`src/rtl/core/tce_pkg.sv`:
```
package tce_pkg;

    localparam int CHAR_W  = 8;
    localparam int ATTR_W  = 16;
    localparam int MODE_W  = 2;
    localparam int TCHAR_W = 9;
    localparam int TCOL_W  = 5;
    localparam int CFG_IDX_W  = 2;
    localparam int CFG_DATA_W = 9;
    localparam int MAX_BYTES  = 9;
    localparam int CNT_W      = 4;

    // register indexes on the configuration channel
    localparam logic [CFG_IDX_W-1:0] REG_ENCODE_MODE = 2'd0;
    localparam logic [CFG_IDX_W-1:0] REG_TRANS_CHAR  = 2'd1;
    localparam logic [CFG_IDX_W-1:0] REG_TRANS_BG    = 2'd2;
    localparam logic [CFG_IDX_W-1:0] REG_TRANS_FG    = 2'd3;

    // encode modes
    localparam logic [MODE_W-1:0] MODE_LITERAL = 2'd0;
    localparam logic [MODE_W-1:0] MODE_ESC_SYM = 2'd1;
    localparam logic [MODE_W-1:0] MODE_ESC_ALL = 2'd2;

    localparam logic [ATTR_W-1:0]  PREV_ATTR_RESET = 16'd6666;
    localparam logic [TCHAR_W-1:0] TRANS_CHAR_RESET = 9'h1FF;
    localparam logic [TCOL_W-1:0]  TRANS_COL_ANY    = 5'h1F;

    localparam logic [CHAR_W-1:0] CH_BSL   = 8'h5C;
    localparam logic [CHAR_W-1:0] CH_LO_V  = 8'h76;
    localparam logic [CHAR_W-1:0] CH_UP_V  = 8'h56;
    localparam logic [CHAR_W-1:0] CH_G     = 8'h67;
    localparam logic [CHAR_W-1:0] CH_DASH  = 8'h2D;
    localparam logic [CHAR_W-1:0] CH_N     = 8'h6E;
    localparam logic [CHAR_W-1:0] CH_NUL   = 8'h00;

    typedef logic [CHAR_W-1:0] t_byte;
    typedef t_byte t_byte_arr [MAX_BYTES];

    function automatic t_byte hex_digit(input logic [3:0] n);
        if (n < 4'd10) begin
            return 8'h30 + {4'd0, n};
        end
        return 8'h37 + {4'd0, n};
    endfunction

    // space, digits and letters pass through unescaped unless the mode escapes all
    function automatic logic is_plain(input t_byte c);
        return (c == 8'h20) || (c >= 8'h30 && c <= 8'h39) ||
               (c >= 8'h41 && c <= 8'h5A) || (c >= 8'h61 && c <= 8'h7A);
    endfunction

endpackage

```
`src/rtl/core/tce_if.sv`:
```
interface tce_cell_if import tce_pkg::*; ();
    logic              valid;
    logic              ready;
    logic [CHAR_W-1:0] cell_char;
    logic [ATTR_W-1:0] cell_attr;
    logic              row_end;

    modport source (output valid, cell_char, cell_attr, row_end, input ready);
    modport sink   (input valid, cell_char, cell_attr, row_end, output ready);
endinterface

interface tce_byte_if import tce_pkg::*; ();
    logic              valid;
    logic              ready;
    logic [CHAR_W-1:0] out_byte;
    logic              last_byte;

    modport source (output valid, out_byte, last_byte, input ready);
    modport sink   (input valid, out_byte, last_byte, output ready);
endinterface

interface tce_cfg_if import tce_pkg::*; ();
    logic                  valid;
    logic                  ready;
    logic [CFG_IDX_W-1:0]  index;
    logic [CFG_DATA_W-1:0] data;

    modport source (output valid, index, data, input ready);
    modport sink   (input valid, index, data, output ready);
endinterface

```
`src/rtl/core/text_cell_escape_encoder.sv`:
```
// text cell escape encoder
//
// i_cell takes one console cell (character, attribute word, row end flag);
// o_byte gives the encoded text one byte per word, last_byte marking the
// final byte of a cell. i_cfg writes the mode and transparency registers by
// index and is always ready; write it only while no cell is in flight.
//
// a cell is encoded in the cycle it is accepted into a byte buffer (up to
// nine bytes); the buffer moves to the output serialiser, which sends one
// byte per cycle while o_byte is ready. the first byte is offered on o_byte
// once the cell has moved from the buffer into the serialiser. a cell has
// 1 to 9 bytes; cells producing no bytes are dropped at the buffer.
// the buffer accepts a new cell while the serialiser still holds bytes,
// so when o_byte stalls one more cell is taken, then i_cell.ready drops.
// reset (synchronous, active low) empties both stages, sets encode mode 1,
// disables transparency and sets the previous attribute to 6666.
module text_cell_escape_encoder
    import tce_pkg::*;
(
    input  logic       i_clk,
    input  logic       i_rst_n,
    tce_cfg_if.sink    i_cfg,
    tce_cell_if.sink   i_cell,
    tce_byte_if.source o_byte
);

    logic [MODE_W-1:0]  r_mode;
    logic [TCHAR_W-1:0] r_tchar;
    logic [TCOL_W-1:0]  r_tbg;
    logic [TCOL_W-1:0]  r_tfg;
    logic [ATTR_W-1:0]  r_prev_attr;

    logic              r_a_valid;
    t_byte_arr         r_a_bytes;
    logic [CNT_W-1:0]  r_a_cnt;

    logic              r_b_valid;
    t_byte_arr         r_b_bytes;
    logic [CNT_W-1:0]  r_b_cnt;
    logic [CNT_W-1:0]  r_b_idx;

    t_byte_arr         n_bytes;
    logic [CNT_W-1:0]  n_cnt;

    logic cfg_wr;
    logic in_acc;
    logic out_acc;
    logic b_last;
    logic b_done;
    logic b_free;
    logic a_move;

    assign cfg_wr  = i_cfg.valid && i_cfg.ready;
    assign in_acc  = i_cell.valid && i_cell.ready;
    assign out_acc = o_byte.valid && o_byte.ready;
    assign b_last  = (r_b_idx == r_b_cnt - 4'd1);
    assign b_done  = out_acc && b_last;
    assign b_free  = !r_b_valid || b_done;
    assign a_move  = r_a_valid && b_free;

    assign i_cfg.ready    = 1'b1;
    assign i_cell.ready   = !r_a_valid || b_free;
    assign o_byte.valid   = r_b_valid;
    assign o_byte.out_byte  = r_b_bytes[r_b_idx];
    assign o_byte.last_byte = b_last;

    // encode one cell into the byte buffer
    always_comb begin
        logic [3:0] fg;
        logic [3:0] bg;
        logic       tc_on;
        logic       fg_hit;
        logic       bg_hit;
        logic       transp;
        logic       escape;
        t_byte      ch;
        fg     = i_cell.cell_attr[3:0];
        bg     = i_cell.cell_attr[7:4];
        ch     = i_cell.cell_char;
        tc_on  = !r_tchar[TCHAR_W-1];
        fg_hit = (r_tfg == {1'b0, fg});
        bg_hit = (r_tbg == {1'b0, bg});
        transp = tc_on && (r_tchar[CHAR_W-1:0] == ch) &&
                 ((r_tfg == TRANS_COL_ANY) || fg_hit) &&
                 ((r_tbg == TRANS_COL_ANY) || bg_hit);
        escape = ((r_mode != MODE_LITERAL) || (ch == CH_BSL)) &&
                 (r_mode[1] || !is_plain(ch));
        for (int k = 0; k < MAX_BYTES; k++) begin
            n_bytes[k] = CH_NUL;
        end
        n_cnt = '0;
        if (i_cell.cell_attr != r_prev_attr) begin
            n_bytes[n_cnt] = CH_BSL;
            n_cnt = n_cnt + 4'd1;
            n_bytes[n_cnt] = (fg_hit && !tc_on) ? CH_LO_V : hex_digit(fg);
            n_cnt = n_cnt + 4'd1;
            n_bytes[n_cnt] = (bg_hit && !tc_on) ? CH_UP_V : hex_digit(bg);
            n_cnt = n_cnt + 4'd1;
        end
        if (transp) begin
            n_bytes[n_cnt] = CH_BSL;
            n_cnt = n_cnt + 4'd1;
            n_bytes[n_cnt] = CH_DASH;
            n_cnt = n_cnt + 4'd1;
        end else if (escape) begin
            n_bytes[n_cnt] = CH_BSL;
            n_cnt = n_cnt + 4'd1;
            n_bytes[n_cnt] = CH_G;
            n_cnt = n_cnt + 4'd1;
            n_bytes[n_cnt] = hex_digit(ch[7:4]);
            n_cnt = n_cnt + 4'd1;
            n_bytes[n_cnt] = hex_digit(ch[3:0]);
            n_cnt = n_cnt + 4'd1;
        end else if (ch != CH_NUL) begin
            n_bytes[n_cnt] = ch;
            n_cnt = n_cnt + 4'd1;
        end
        if (i_cell.row_end) begin
            n_bytes[n_cnt] = CH_BSL;
            n_cnt = n_cnt + 4'd1;
            n_bytes[n_cnt] = CH_N;
            n_cnt = n_cnt + 4'd1;
        end
    end

    always_ff @(posedge i_clk) begin
        if (!i_rst_n) begin
            r_mode      <= MODE_ESC_SYM;
            r_tchar     <= TRANS_CHAR_RESET;
            r_tbg       <= TRANS_COL_ANY;
            r_tfg       <= TRANS_COL_ANY;
            r_prev_attr <= PREV_ATTR_RESET;
        end else begin
            if (cfg_wr) begin
                unique case (i_cfg.index)
                    REG_ENCODE_MODE: r_mode  <= i_cfg.data[MODE_W-1:0];
                    REG_TRANS_CHAR:  r_tchar <= i_cfg.data[TCHAR_W-1:0];
                    REG_TRANS_BG:    r_tbg   <= i_cfg.data[TCOL_W-1:0];
                    REG_TRANS_FG:    r_tfg   <= i_cfg.data[TCOL_W-1:0];
                    default: ;
                endcase
            end
            if (in_acc) begin
                r_prev_attr <= i_cell.cell_attr;
            end
        end
    end

    // encode buffer
    always_ff @(posedge i_clk) begin
        if (!i_rst_n) begin
            r_a_valid <= 1'b0;
        end else if (in_acc) begin
            r_a_valid <= (n_cnt != '0);
        end else if (a_move) begin
            r_a_valid <= 1'b0;
        end
        if (in_acc) begin
            r_a_bytes <= n_bytes;
            r_a_cnt   <= n_cnt;
        end
    end

    // output serialiser
    always_ff @(posedge i_clk) begin
        if (!i_rst_n) begin
            r_b_valid <= 1'b0;
            r_b_idx   <= '0;
        end else if (a_move) begin
            r_b_valid <= 1'b1;
            r_b_idx   <= '0;
        end else if (b_done) begin
            r_b_valid <= 1'b0;
            r_b_idx   <= '0;
        end else if (out_acc) begin
            r_b_idx   <= r_b_idx + 4'd1;
        end
        if (a_move) begin
            r_b_bytes <= r_a_bytes;
            r_b_cnt   <= r_a_cnt;
        end
    end

    a_b_count_range: assert property (@(posedge i_clk) disable iff (!i_rst_n)
        r_b_valid |-> (r_b_cnt != '0) && (r_b_cnt <= 4'(MAX_BYTES)))
        else $error("serialiser holds an impossible byte count");

    a_b_idx_in_range: assert property (@(posedge i_clk) disable iff (!i_rst_n)
        r_b_valid |-> (r_b_idx < r_b_cnt))
        else $error("serialiser index ran past its byte count");

    a_a_nonempty: assert property (@(posedge i_clk) disable iff (!i_rst_n)
        r_a_valid |-> (r_a_cnt != '0))
        else $error("encode buffer holds an empty cell");

    a_prev_attr: assert property (@(posedge i_clk) disable iff (!i_rst_n)
        in_acc |=> (r_prev_attr == $past(i_cell.cell_attr)))
        else $error("previous attribute not taken from accepted cell");

    a_stall_holds_idx: assert property (@(posedge i_clk) disable iff (!i_rst_n)
        (r_b_valid && !o_byte.ready) |=> (r_b_valid && $stable(r_b_idx)))
        else $error("serialiser moved while output stalled");

endmodule
```
`src/flat_wrapper.sv`:
```
// flat-port wrapper written by rule: the top's interface ports become plain ports
module text_cell_escape_encoder_flat import tce_pkg::*;
  (i_clk, i_rst_n, i_cfg_valid, i_cfg_index, i_cfg_data, i_cfg_ready, i_cell_valid, i_cell_cell_char, i_cell_cell_attr, i_cell_row_end, i_cell_ready, o_byte_valid, o_byte_out_byte, o_byte_last_byte, o_byte_ready);
  tce_cfg_if i_cfg_i ();
  tce_cell_if i_cell_i ();
  tce_byte_if o_byte_i ();
  input  logic i_clk;
  input  logic i_rst_n;
  input wire logic [$bits(i_cfg_i.valid)-1:0] i_cfg_valid;
  input wire logic [$bits(i_cfg_i.index)-1:0] i_cfg_index;
  input wire logic [$bits(i_cfg_i.data)-1:0] i_cfg_data;
  output wire logic [$bits(i_cfg_i.ready)-1:0] i_cfg_ready;
  input wire logic [$bits(i_cell_i.valid)-1:0] i_cell_valid;
  input wire logic [$bits(i_cell_i.cell_char)-1:0] i_cell_cell_char;
  input wire logic [$bits(i_cell_i.cell_attr)-1:0] i_cell_cell_attr;
  input wire logic [$bits(i_cell_i.row_end)-1:0] i_cell_row_end;
  output wire logic [$bits(i_cell_i.ready)-1:0] i_cell_ready;
  output wire logic [$bits(o_byte_i.valid)-1:0] o_byte_valid;
  output wire logic [$bits(o_byte_i.out_byte)-1:0] o_byte_out_byte;
  output wire logic [$bits(o_byte_i.last_byte)-1:0] o_byte_last_byte;
  input wire logic [$bits(o_byte_i.ready)-1:0] o_byte_ready;
  assign i_cfg_i.valid = i_cfg_valid;
  assign i_cfg_i.index = i_cfg_index;
  assign i_cfg_i.data = i_cfg_data;
  assign i_cfg_ready = i_cfg_i.ready;
  assign i_cell_i.valid = i_cell_valid;
  assign i_cell_i.cell_char = i_cell_cell_char;
  assign i_cell_i.cell_attr = i_cell_cell_attr;
  assign i_cell_i.row_end = i_cell_row_end;
  assign i_cell_ready = i_cell_i.ready;
  assign o_byte_valid = o_byte_i.valid;
  assign o_byte_out_byte = o_byte_i.out_byte;
  assign o_byte_last_byte = o_byte_i.last_byte;
  assign o_byte_i.ready = o_byte_ready;
  text_cell_escape_encoder u_core (.i_clk(i_clk), .i_rst_n(i_rst_n), .i_cfg(i_cfg_i), .i_cell(i_cell_i), .o_byte(o_byte_i));
endmodule
```
`config.mk`:
```
export PLATFORM = sky130hd
export DESIGN_NAME = text_cell_escape_encoder_flat
export DESIGN_NICKNAME = d
export VERILOG_FILES = /design/src/rtl/core/tce_pkg.sv /design/src/rtl/core/tce_if.sv /design/src/rtl/core/text_cell_escape_encoder.sv /design/src/flat_wrapper.sv
export SDC_FILE = /design/constraint.sdc
export NUM_CORES = 1
export LEC_CHECK = 0
export ABC_AREA = 1
export BUFFER_PORTS_ARGS = -buffer_cell sky130_fd_sc_hd__buf_2
export CORE_ASPECT_RATIO = 0.7
export CORE_MARGIN = 5
export CORE_UTILIZATION = 50
export CTS_CLUSTER_DIAMETER = 40
export DETAILED_ROUTE_END_ITERATION = 8
export PLACE_DENSITY = 0.74
export SLEW_MARGIN = 10
export SYNTH_ARGS = -nofsm -noshare
export SYNTH_HDL_FRONTEND = slang
export SYNTH_SLANG_ARGS = --single-unit
```
`constraint.sdc`:
```
create_clock -name i_clk -period 6.1 [get_ports i_clk]
set_input_delay 1.22 -clock i_clk [delete_from_list [all_inputs] [get_ports i_clk]]
set_output_delay 1.22 -clock i_clk [all_outputs]
set_load 0.02 [all_outputs]
```
Word level (Yosys, flattened, before mapping)
Cells that the tools add are included.
Operators by class
  $add $sub $neg: 16
  order comparisons: 23
  equal/unequal tests: 12
  muxes and demuxes: 56
  bitwise gates (word level): 23
  reduce and logical (&&, ||, !) cells: 43
Operators by type and width (number)
  $mux 72: 4
  $bwmux 72: 3
  $demux 8 s4: 6
  $mux 8: 22
  $and 36x36->36: 3
  $not 36->36: 3
  $or 36x36->36: 3
  $or 45x45->45: 2
  $add 6x4->7 const A: 8
  $and 27x27->27: 2
  $not 27->27: 2
  $ge 5x5->1 const B: 7
  $not 4->5: 7
  $bmux 8 s4: 1
  $lt 5x1->1 const B: 6
  $add 4x1->4 const B: 7
  $mux 23: 1
  $logic_and 1x1->1: 19
  $ge 8x7->1 const B: 2
  $le 8x7->1 const B: 2
  $lt 4x4->1 const B: 4
  $mux 4: 4
  $ne 16x16->1: 1
  $mux 1: 14
  other kinds (21): 40
Storage, ports and cells
  flip-flop bits (word level): 195
  word-level logic and storage cells: 201

Longest topological paths before layout
  word-level depth: 20
  depth in mapped cells: 24

Least setup slack after synthesis
No wires, ideal clock.
  kind: input port to flip-flop
  from: input o_byte_ready
  to: register u_core.r_b_bytes[12] (netlist bit) (enable)
  setup time: 0.479 ns
  arrival time: 4.162 ns
  required time: 5.621 ns
  path slack: 1.459 ns
  cell stages on the path: 6
  path buffers: 0
  cell sequence: nand2_1 inv_1 nand2_1 nand2_1 inv_1 nor2_1
Between the ends
  word-level cells in the longest chain between the ends: 4
Ends and longest elaborated chain
  from (decl): line flat_wrapper.sv:21  | input wire logic [$bits(o_byte_i.ready)-1:0] o_byte_ready;
  $logic_and 1x1->1: line text_cell_escape_encoder.sv:55  | assign out_acc = o_byte.valid && o_byte.ready;
  $logic_and 1x1->1: line text_cell_escape_encoder.sv:57  | assign b_done = out_acc && b_last;
  $logic_or 1x1->1: line text_cell_escape_encoder.sv:58  | assign b_free = !r_b_valid || b_done;
  $logic_and 1x1->1: line text_cell_escape_encoder.sv:59  | assign a_move = r_a_valid && b_free;
  net u_core.a_move: line text_cell_escape_encoder.sv:51  | logic a_move;
  to (signal assigned): line text_cell_escape_encoder.sv:179  | r_b_bytes <= r_a_bytes;
  to (decl): line text_cell_escape_encoder.sv:38  | t_byte_arr r_b_bytes;
The timed path passes the listed nets, and every way through them passes these cells.
A chain may end at the register's enable or synchronous reset.

Worst setup path in the final report
  from: input i_cell_cell_attr[1]
  to: register u_core.r_a_valid
Between the ends
  word-level cells in the longest chain between the ends: 13
  elaborated cells between the ends (all ways): 18
  classes of those cells: add/sub (6); eq/ne (2); mux (6); reduce/logical (4)
Ends and longest elaborated chain
  from (decl): line flat_wrapper.sv:15  | input wire logic [$bits(i_cell_i.cell_attr)-1:0] i_cell_cell_attr;
  $ne 16x16->1: line text_cell_escape_encoder.sv:92  | if (i_cell.cell_attr != r_prev_attr) begin
  $mux 2: line text_cell_escape_encoder.sv:92
  $add 4x1->4: line text_cell_escape_encoder.sv:102, text_cell_escape_encoder.sv:107, text_cell_escape_encoder.sv:116
  $add 4x1->4: line text_cell_escape_encoder.sv:104, text_cell_escape_encoder.sv:109
  $add 4x1->4: line text_cell_escape_encoder.sv:111  | n_cnt = n_cnt + 4'd1;
  $add 4x1->4: line text_cell_escape_encoder.sv:113  | n_cnt = n_cnt + 4'd1;
  $mux 4: line text_cell_escape_encoder.sv:105  | end else if (escape) begin
  $mux 4 (*): line text_cell_escape_encoder.sv:100  | if (transp) begin
  $add 4x1->4: line text_cell_escape_encoder.sv:120  | n_cnt = n_cnt + 4'd1;
  $add 4x1->4: line text_cell_escape_encoder.sv:122  | n_cnt = n_cnt + 4'd1;
  $mux 4 (*): line text_cell_escape_encoder.sv:118  | if (i_cell.row_end) begin
  $reduce_bool 4->1 (*): line text_cell_escape_encoder.sv:154  | r_a_valid <= (n_cnt != '0);
  $mux 1 (*): line text_cell_escape_encoder.sv:153  | end else if (in_acc) begin
  to (signal assigned): line text_cell_escape_encoder.sv:154
  to (decl): line text_cell_escape_encoder.sv:33  | logic r_a_valid;
Every way passes the cells marked *; elsewhere a longest branch is shown, timed or not.

==> reports/qor.yml <==
pin_count: 53
ff2ff_setup_slack_ns: 2.29
path_buf_inv: 3
drv_cap: 0
maxSlewViolCount: 0
async_flop_share_pct: 0
cts_root_buf: "clkbuf_16"
place_congestion: 0.9638
wl_um: 19290
via_per_inst: 5.485
fin_skew_ns: 0.009921
clock_path_buffers: 2
start_util_pct: 51.18
path_delay_family: "simple AND/OR/NAND/NOR gates"
cts_resized: 0
cp.required_ns: 6.47
swShare_pct: 26.69
fin_total_pwr_uw: 2719
synth_cells: 843
fin_util_pct: 57.78
firstDrtPassIters: 6
max-vdd-ir-drop_mv: 0.1615
post-cts-setup-buffers: 0
slowest_delay_ns: 0.42
yosysSeqAreaShare_pct: 55.18
die_w_um: 161.0
critPathMaxFanout: 20
synth_nets: 907
ys_ff_latch: 161
antenna_cells: 0
pre_cts_slack_ns: 1.495
cts_buffers: 17
ys_warn_count: 0
post-dp-hpwl_um: 14040
overflow: 0
hold_viol_final: 0
min_path_type: "flip-flop to flip-flop"
synth_edf_count: 118
ant_nets: 0
rsz0062_at_grt: "no"
fin_crit_ns: 4.252
cts_hold_buf: 0
grt_pass1_vias: 5722
drtIter0Drc: 545
synthDistinctLibCells: 50
htreeDepth: 4
p_sw_uw: 725.7
intPower_uw: 1994
drive_gt1_share_pct: 14.36
p_comb_share_pct: 11.8
synth_ff_type: "edfxtp_1"
holdWs_ns: 0.4140
area_growth_pct: 12.90
most-common-layout-cells: "nand2_1, edfxtp_1, nor2_1"
portBuffers: 51
dieArea_mm2: 0.01863
grt_max_degree: 51
die_h_um: 115.7
vias: 6061
path_cells: "buf_2, xnor2_1, nand2_1, nor3_1, nand3_2, ha_1, nand3_1, nand3_2, nand2_1, inv_1, ha_1, ha_1, inv_1, o21ai_0, nand3_1, nand2_1, nand2_1, a21oi_1"
leakagePower_uw: 0.003825
fp.coreArea_mm2: 0.01560
rows: 38
max_freq_mhz: 235.2
insertion_delay_ns: 0.43
post-route-period-util_pct: 69.71
p_seq_share_pct: 47.9
fin_tns_setup_ns: 0
clk_pin_slew_worst_paths_ns: 0.07
tightestPinTransition_ns: 1.092
p_clk_share_pct: 40.3
fin_nets: 956
detail_route.wl_per_cell_um: 17.45
relSlewSlack_pct: 26.95
cp_slowest_cell: "ha_1"
setup_violations: 0
critical_path_arrival_ns: 4.62
start_kind: "input port"
cts_tree: "done"
final_common_cell: "nand2_1"
numClockSinks: 161
p_per_area_mw_per_mm2: 301.8
critPathKind: "input port to flip-flop"
avgSynthCellArea_um2: 9.468
finalWorstSetupSlack_ns: 1.848
synthesis.area_mm2: 0.007981
antenna_found_initial: 0
drc: 0
status: "finished clean"
grt_use_total_pct: 21.63
crit_top_cell: "nand2_1"
endpoint_kind: "flip-flop"
grt_pass1_wl_um: 30930
## per-layer routing
| metal | GRT usage (%) | routed length, µm |
|---|---|---|
| met1 | 32.13 | 9259 |
| met2 | 31.43 | 8041 |
| met5 | 0 | 0 |
| met3 | 6.292 | 1752 |
| met4 | 5.284 | 233 |
## final timing paths
kind	from	end	depth (start not counted)
max	i_cell_cell_attr[1]	u_core.r_a_valid	18
min	u_core.r_a_bytes[34]	u_core.r_b_bytes[34]	0
max reg2reg	u_core.r_b_idx[0]	u_core.r_prev_attr[4]	12
min reg2reg	u_core.r_a_bytes[34]	u_core.r_b_bytes[34]	0
## cell usage after synthesis (5+ instances only)
cell,n,area share (%)
a21oi_1,29,1.8
a22oi_1,8,0.75
buf_2,5,0.31
clkbuf_1,13,0.61
dfxtp_1,43,11
edfxtp_1,118,44
ha_1,23,3.6
inv_1,85,4.0
inv_2,13,0.61
nand2_1,165,7.8
nand2_4,8,1.1
nand3_1,49,3.1
nand3_2,7,0.88
nand4_1,9,0.71
nor2_1,87,4.1
nor3_1,13,0.82
o211ai_1,21,2.0
o21ai_0,66,4.1
o21ai_1,6,0.38
o31ai_1,6,0.56
xnor2_1,17,1.9
xor2_1,13,1.4
## logic make-up (layout without fill, tap and decap cells)
family                   count (synthesis)  in the layout  synth area share (%)
AO/OA/AOI/OAI                          149            149                 10.99
XOR/XNOR                                30             30                 3.292
adder cells (fa/ha/maj)                 23             23                 3.606
buffers and inverters                  123            185                 6.145
flip-flops                             161            161                 55.18
other                                    1              1               0.04698
AND/OR/NAND/NOR                        356            356                 20.74
## power groups by stage
stage               logic (µW)  registers (µW)  clock network (µW)
CTS                        318            1300                1110
detailed placement         316            1330                   0
global placement           311            1320                   0
finish                     321            1300                1100
floorplan                  222            1310                   0
global route               357            1310                1160
## flip-flops by register name, indices dropped and copies added, names as in the netlist
signal and flops:
u_core.o_byte.valid 1, u_core.r_a_bytes 55, u_core.r_a_cnt 4, u_core.r_a_valid 1
u_core.r_b_bytes 55, u_core.r_b_cnt 4, u_core.r_b_idx 4, u_core.r_mode 2
u_core.r_prev_attr 16, u_core.r_tbg 5, u_core.r_tchar 9, u_core.r_tfg 5
## cell type report
class	count	area (µm²)
fill	1318	6584
sequential	161	4404
tap	200	250.2
timing repair buffer	54	277.8
inverter	99	371.6
multi-input combinational	559	3094
clock inverter	12	135.1
clock buffer	20	478.0
## stage by stage
stage          cells  instance area [µm²]
3_5_place_dp    1073                 8398
5_1_grt         1105                 9011
6_report        1105                 9011
3_3_place_gp    1073                 8398
4_1_cts         1105                 9011
2_1_floorplan    843                 7981
(Power assumes the default switching activity.)
